[config.mk]
export PLATFORM = sky130hd
export DESIGN_NAME = wvcb_div
export DESIGN_NICKNAME = d
export VERILOG_FILES = /design/src/weighted_variance_cell_bank_top_macros.svh /design/src/wvcb_pkg.sv /design/src/wvcb_div.sv
export SDC_FILE = /design/constraint.sdc
export NUM_CORES = 2
export LEC_CHECK = 0
export BUFFER_PORTS_ARGS = -buffer_cell sky130_fd_sc_hd__buf_4
export CELL_PAD_IN_SITES_DETAIL_PLACEMENT = 0
export CELL_PAD_IN_SITES_GLOBAL_PLACEMENT = 1
export CORE_MARGIN = 5
export CORE_UTILIZATION = 45
export CTS_CLUSTER_SIZE = 8
export DETAILED_ROUTE_END_ITERATION = 8
export PLACE_DENSITY = 0.71
export SYNTH_ARGS = -nofsm -noshare
export SYNTH_HDL_FRONTEND = slang
export SYNTH_SLANG_ARGS = --single-unit
[constraint.sdc]
create_clock -name i_clk -period 4.3 [get_ports i_clk]
set_input_delay 0 -clock i_clk [delete_from_list [all_inputs] [get_ports i_clk]]
set_output_delay 0 -clock i_clk [all_outputs]
set_load 0.05 [all_outputs]
[src/weighted_variance_cell_bank_top_macros.svh]
// Assertion macros for the weighted variance cell bank.
`ifndef WEIGHTED_VARIANCE_CELL_BANK_TOP_MACROS_SVH
`define WEIGHTED_VARIANCE_CELL_BANK_TOP_MACROS_SVH

// Same-cycle implication.
`define WVCB_ASSERT_IMP(lbl, a, c) \
    lbl: assert property (@(posedge i_clk) disable iff (!i_rst_n) (a) |-> (c)) \
        else $error("wvcb: check failed");

// Implication across the full item latency, up to the edge that takes the result.
`define WVCB_ASSERT_LAT(lbl, a, c) \
    lbl: assert property (@(posedge i_clk) disable iff (!i_rst_n) \
        (a) |-> ##(wvcb_pkg::LATENCY + 1) (c)) else $error("wvcb: latency check failed");

`endif

[src/wvcb_pkg.sv]
// Types, constants and helpers for the weighted variance cell bank.
package wvcb_pkg;

    localparam int CELL_COUNT = 4096;
    localparam int CELL_AW    = $clog2(CELL_COUNT);
    localparam int IDX_W      = 12;
    localparam int VAL_W      = 17;
    localparam int WT_W       = 32;
    localparam int SP_W       = 40;
    localparam int PROD1_W    = 2 * VAL_W;
    localparam int PROD2_W    = PROD1_W + VAL_W;
    localparam int INC_W      = PROD2_W - 16;
    localparam int Q_W        = 17;
    localparam int DIV_STAGES = Q_W;
    localparam int LATENCY    = 2 * DIV_STAGES + 4;

    localparam logic [VAL_W-1:0] ONE_Q16 = 17'h10000;

    localparam logic [1:0] FUNC_ACC      = 2'd0;
    localparam logic [1:0] FUNC_READ     = 2'd1;
    localparam logic [1:0] FUNC_CLEAR    = 2'd2;
    localparam logic [1:0] FUNC_READ_ALT = 2'd3;

    typedef struct packed {
        logic [VAL_W-1:0] m;
        logic [WT_W-1:0]  wt;
        logic [SP_W-1:0]  s;
    } t_entry;

    typedef struct packed {
        logic               valid;
        logic [1:0]         func;
        logic [CELL_AW-1:0] addr;
        logic [VAL_W-1:0]   v;
        logic [VAL_W-1:0]   w;
    } t_stage_a;

    typedef struct packed {
        logic               valid;
        logic               upd;
        logic               dir;
        logic [CELL_AW-1:0] addr;
        logic [VAL_W-1:0]   v;
        logic [VAL_W-1:0]   m;
        logic [WT_W-1:0]    wt;
        logic [SP_W-1:0]    s;
        logic [VAL_W-1:0]   d_old;
        logic [PROD1_W-1:0] p;
    } t_stage_b;

    typedef struct packed {
        logic               valid;
        logic               upd;
        logic [CELL_AW-1:0] addr;
        logic [VAL_W-1:0]   m;
        logic [WT_W-1:0]    wt;
        logic [SP_W-1:0]    s;
        logic [PROD2_W-1:0] prod;
    } t_stage_e;

    typedef struct packed {
        logic             valid;
        logic [VAL_W-1:0] m;
        logic [WT_W-1:0]  wt;
        logic [SP_W-1:0]  s;
    } t_stage_f;

    typedef struct packed {
        logic             valid;
        logic             empty;
        logic             ovf;
        logic [VAL_W-1:0] m;
    } t_stage_g;

    // One restoring step: returns {quotient bit, new remainder}.
    function automatic logic [WT_W:0] div_step(input logic [WT_W-1:0] rem,
                                               input logic [WT_W-1:0] dv,
                                               input logic            b);
        logic [WT_W:0] t;
        logic [WT_W:0] d;
        logic [WT_W:0] r;
        t = {rem, b};
        d = {1'b0, dv};
        if (t >= d) begin
            r = t - d;
            return {1'b1, r[WT_W-1:0]};
        end
        return {1'b0, t[WT_W-1:0]};
    endfunction

endpackage

[src/wvcb_div.sv]
// Pipelined restoring divider, one quotient bit per stage.
module wvcb_div (
    input  logic                      i_clk,
    input  logic [wvcb_pkg::WT_W-1:0] i_rem,
    input  logic [wvcb_pkg::Q_W-1:0]  i_low,
    input  logic [wvcb_pkg::WT_W-1:0] i_div,
    output logic [wvcb_pkg::Q_W-1:0]  o_quot
);

    logic [wvcb_pkg::WT_W-1:0] r_rem  [wvcb_pkg::DIV_STAGES];
    logic [wvcb_pkg::Q_W-1:0]  r_low  [wvcb_pkg::DIV_STAGES];
    logic [wvcb_pkg::Q_W-1:0]  r_quot [wvcb_pkg::DIV_STAGES];
    logic [wvcb_pkg::WT_W-1:0] r_dv   [wvcb_pkg::DIV_STAGES];

    logic [wvcb_pkg::WT_W:0]   n_st   [wvcb_pkg::DIV_STAGES];

    always_comb begin
        n_st[0] = wvcb_pkg::div_step(i_rem, i_div, i_low[wvcb_pkg::Q_W-1]);
        for (int s = 1; s < wvcb_pkg::DIV_STAGES; s++) begin
            n_st[s] = wvcb_pkg::div_step(r_rem[s-1], r_dv[s-1],
                                         r_low[s-1][wvcb_pkg::Q_W-1-s]);
        end
    end

    always_ff @(posedge i_clk) begin
        r_rem[0]  <= n_st[0][wvcb_pkg::WT_W-1:0];
        r_low[0]  <= i_low;
        r_dv[0]   <= i_div;
        r_quot[0] <= {{(wvcb_pkg::Q_W-1){1'b0}}, n_st[0][wvcb_pkg::WT_W]};
        for (int s = 1; s < wvcb_pkg::DIV_STAGES; s++) begin
            r_rem[s]  <= n_st[s][wvcb_pkg::WT_W-1:0];
            r_low[s]  <= r_low[s-1];
            r_dv[s]   <= r_dv[s-1];
            r_quot[s] <= {r_quot[s-1][wvcb_pkg::Q_W-2:0], n_st[s][wvcb_pkg::WT_W]};
        end
    end

    assign o_quot = r_quot[wvcb_pkg::DIV_STAGES-1];

endmodule

After elaboration in Yosys (flattened, before gate mapping)
Memory sizes are Yosys's and may differ from the RTL's.
Index checks and enable logic that the tools add are counted.
{ "totals": {"ff_bits": 0, "ramBits": 1666, "out_inout_bits": 17, "mem_count": 4} }
{ "memory_table": {"columns": ["name", "depth", "width", "read_ports", "rd_ports_with_merged_regs", "wr", "line_no", "rtl"], "rows": [
  ["r_dv", 17, 32, 16, 0, 17, "wvcb_div.sv:13", "logic [wvcb_pkg::WT_W-1:0] r_dv [wvcb_pkg::DIV_STAGES];"],
  ["r_rem", 17, 32, 16, 0, 17, "wvcb_div.sv:10", "logic [wvcb_pkg::WT_W-1:0] r_rem [wvcb_pkg::DIV_STAGES];"],
  ["r_low", 17, 17, 16, 0, 17, "wvcb_div.sv:11", "logic [wvcb_pkg::Q_W-1:0] r_low [wvcb_pkg::DIV_STAGES];"],
  ["r_quot", 17, 17, 17, 0, 17, "wvcb_div.sv:12", "logic [wvcb_pkg::Q_W-1:0] r_quot [wvcb_pkg::DIV_STAGES];"]
]} }
{ "op_classes": {"n_addsub": 17, "n_lt_le_gt_ge": 17, "muxes": 51} }
{ "ops": {"columns": ["operator", "n"], "rows": [
  ["2-to-1 mux 33 bit", 34],
  [">= comparator 33 x 32 -> 1 bit", 17],
  ["subtractor 32 bit", 17],
  ["2-to-1 mux 1 bit", 17]
]} }

Longest topological paths before layout
{ "logic_depth": {"depth_word": 3, "depth_mapped": 16, "ltp_nobuf": 13} }

Worst setup path before layout
Ideal clock, no wire load.
{ "synth_path": {"path_type": "reg-to-reg", "start": "memory r_dv[0][417] (netlist bit)", "end": "memory r_rem[0][474] (netlist bit)", "setup_ns": 0.121, "arrival_ns": 2.844, "t_required_ns": 4.179, "slack_ns": 1.336, "stages_incl_launch_ff": 15, "path_cell_list": "dfxtp_1 inv_1 ha_1 nor2b_1 o2111ai_1 a31o_2 o21ai_2 a31oi_4 o21ai_1 a221o_1 a21oi_1 o21a_1 buf_4 buf_6 mux2_2"} }
{ "synth_lines": {"columns": ["element", "line_no"], "rows": [
  ["start: declaration", "wvcb_div.sv:13"],
  ["end: declaration", "wvcb_div.sv:10"]
]} }

==> out/qor.txt <==
Final setup violation count - 0
WL final - 159.0 mm
Rows - 135
P_leak - 32.71 nW
Mapped Area - 0.06136 sq mm
Max-Cap Viols - 0
setup bufs post-CTS - 0
RSZ-0062 raised after global routing - false
sequential fraction of the synthesis area - 42.84%
Port Buffers - 98
Final Non-Filler Cells - 8678
clk slew on worst S/H paths - 0.05 ns
die area - 0.1438 sq mm
final hold vios - 0
Die Y - 379.3 microns
Finished Cell Area - 0.07068 sq mm
CP Capture Type - flop
DR vias/cell - 5.300
# hold bufs at CTS - 179
later-pin clock latency in the skew report - 0.83 ns
Pre-Repair DR Iteration Count - 5
Area Overhead vs Synth - 15.19%
share of cells above drive strength 1 - 9.440%
Total GRT Usage - 21.80%
Peak VDD IR - 512.7 uV
Final Core Density - 52.18%
Root Buffer - clkbuf_16
Yosys warning count - 0
Critical Path Fanout Max - 5
Slew headroom - 31.25%
fmax - 246.5 MHz
DR vias - 45.99k
crit start category - input port
CTS buffer count - 183
worst slew pin tran - 1.031 ns
die extent in x - 379.3 microns
Final nets - 7513
worst endpoint data arrival time - 4.72 ns
Crit Path Category - in2reg
GPL Wtd Cong - 0.8860
Reg-to-Reg End - r_rem[0][108]
GR Overflow Total - 0
FFs w/ async S/R, synth - 0%
clock sinks - 1313
H-tree depth - 4
initial antenna violation count - 5
setup_tns - 0 ns
vias in the first global route - 45.05k
worst flop-to-flop path startpoint - r_dv[0][65]
initial core utilization - 45.29%
WL/cell - 18.32 microns
Tot Pwr - 60.63 mW
syn avg cell area - 9.339 sq um
Iter 0 DRT Violations - 2850
placed cell count - 8288
status - completed
HPWL after DPL - 124.6 mm
Seq cells post-synth - 1313
Boundary Pins - 99
CTS Buffer Depth - 3
area post-placement - 0.06383 sq mm
CTS resizes - 0
CTS tree - yes
post-synth top area share - 42.84%
flop2flop setup slack - 0.45 ns
pin count of the biggest net entering global routing - 61
DRC Markers - 0
cell taking the most area after synthesis - dfxtp_1
Worst setup endpoint - r_rem[0][28]
Cells after Synth - 6570
fin crit period - 4.057 ns
core area - 0.1355 sq mm
top cells by area, synth - dfxtp_1 43%, ha_1 11%, mux2_2 4.2%, inv_1 4.2%, a21oi_1 4.1%
hold path cells - 4
number of flops mapped to enable cells by yosys - 0
reg2reg path depth - 14
Mapped Nets - 7212
first-pass GRT wire length - 248.2 mm
PnR worst setup slack - 0.2429 ns
clk_skew - 0.04568 ns
pre-CTS WS - 0.5643 ns
Yosys cell types - 90
antenna viol nets, final - 0
ys flop type - dfxtp_1
period utilization - 94.35%
Final Slew Violations - 0
worst hold path type - in2reg
power density cells - 857.9 mW/mm^2
Critical Path Start - i_low[16]
Fin Hold WS - 0.1131 ns
WP data required - 4.97 ns
-- routing by layer --
metal,track usage [%],up-vias,routed length [microns]
li1,-,23270,-
met1,27.20,21630,69560
met5,0,-,0
met3,3.153,247,6352
met2,38.90,852,78690
met4,6.724,0,4398
-- state kept, by name (all words and copies together), names as in the netlist --
signal / count
r_rem: 512
r_low: 136
r_dv: 512
r_quot: 153
-- cell usage in the layout (no fill, tap or decap), drive strengths merged, types with 11 or more instances in the layout --
| cell | n |
|---|---|
| dfxtp | 1313 |
| inv | 687 |
| ha | 544 |
| a21oi | 502 |
| nand2 | 484 |
| o21ai | 440 |
| nor2 | 300 |
| a21o | 284 |
| xnor2 | 279 |
| mux2 | 257 |
| clkbuf | 195 |
| dlygate4sd3 | 179 |
| xor2 | 159 |
| buf | 137 |
| nand3 | 118 |
| nand4 | 90 |
| nor3 | 74 |
| nor2b | 72 |
| a31oi | 70 |
| o21a | 63 |
| nand2b | 61 |
| o21bai | 57 |
| a211oi | 49 |
| and3 | 44 |
| o211ai | 39 |
| o31ai | 39 |
| mux2i | 29 |
| a21boi | 29 |
| and2 | 24 |
| o31a | 19 |
| nor4 | 17 |
| a211o | 16 |
| fa | 16 |
| or2 | 14 |
| clkinv | 14 |
| or3 | 12 |
| o2111ai | 11 |
-- cell usage after synthesis, types with 69 or more instances --
cell type and n:
dfxtp_1 1313, inv_1 686, ha_1 544, a21oi_1 500
nand2_1 484, o21ai_0 412, nor2_1 299, a21o_1 284
xnor2_1 279, mux2_2 230, xor2_1 159, clkbuf_1 129
nand3_1 118, nand4_1 89, nor2b_1 72, nor3_1 72
a31oi_1 69
-- area by class of cell --
cell class              instances  area [sq um]
fillers                     12490         64790
multi-input cells            4371         31600
flip-flops and latches       1313         26290
clock buffers                 195          4654
repair buffers                316          2933
inverters                     686          2575
well taps                    1781          2228
clock inverters                15         405.4
diodes                          1         2.502
-- report_power, final --
part / switching (mW) / internal, mW / leakage (nW)
clock network: 5.18 / 7.61 / 2.45
logic: 16.1 / 13.3 / 19.2
registers: 2.44 / 16.0 / 11.1
total: 23.7 / 36.9 / 32.7
-- how the worst min path moves through the flow --
stage | start | endpoint | slack [ns]
floorplan | i_div[0] | r_dv[0][0] | 0.03
global placement | i_low[4] | r_low[0][4] | 0.10
detailed placement | i_low[6] | r_low[0][6] | 0.11
CTS | i_div[0] | r_rem[0][0] | 0.03
global route | i_div[0] | r_rem[0][0] | 0.1
finish | i_div[0] | r_rem[0][0] | 0.11
-- logic make-up after synthesis --
kind of cell               count (synthesis)  synth area share, %
buffers and inverters                    886                5.801
xor gates and xnor gates                 438                6.252
and+or+nand+nor                         1357                10.43
adders and majority gates                560                11.62
DFF                                     1313                42.84
muxes                                    286                5.355
AOI/OAI and AO/OA                       1730                17.71
-- critical path, stage by stage --
cell	delay [ns]
dlygate4sd3_1	0.53
buf_4	0.13
dlygate4sd3_1	0.54
inv_1	0.08
ha_1	0.19
fa_1	0.21
nor2b_1	0.06
o21ai_0	0.20
a21boi_0	0.18
o31ai_1	0.46
nand3_1	0.18
a21boi_1	0.37
o21ai_1	0.26
a211oi_1	0.36
xnor2_1	0.11
mux2_2	0.29
dlygate4sd3_1	0.57
Note: power is estimated with default switching activity, not from simulation.
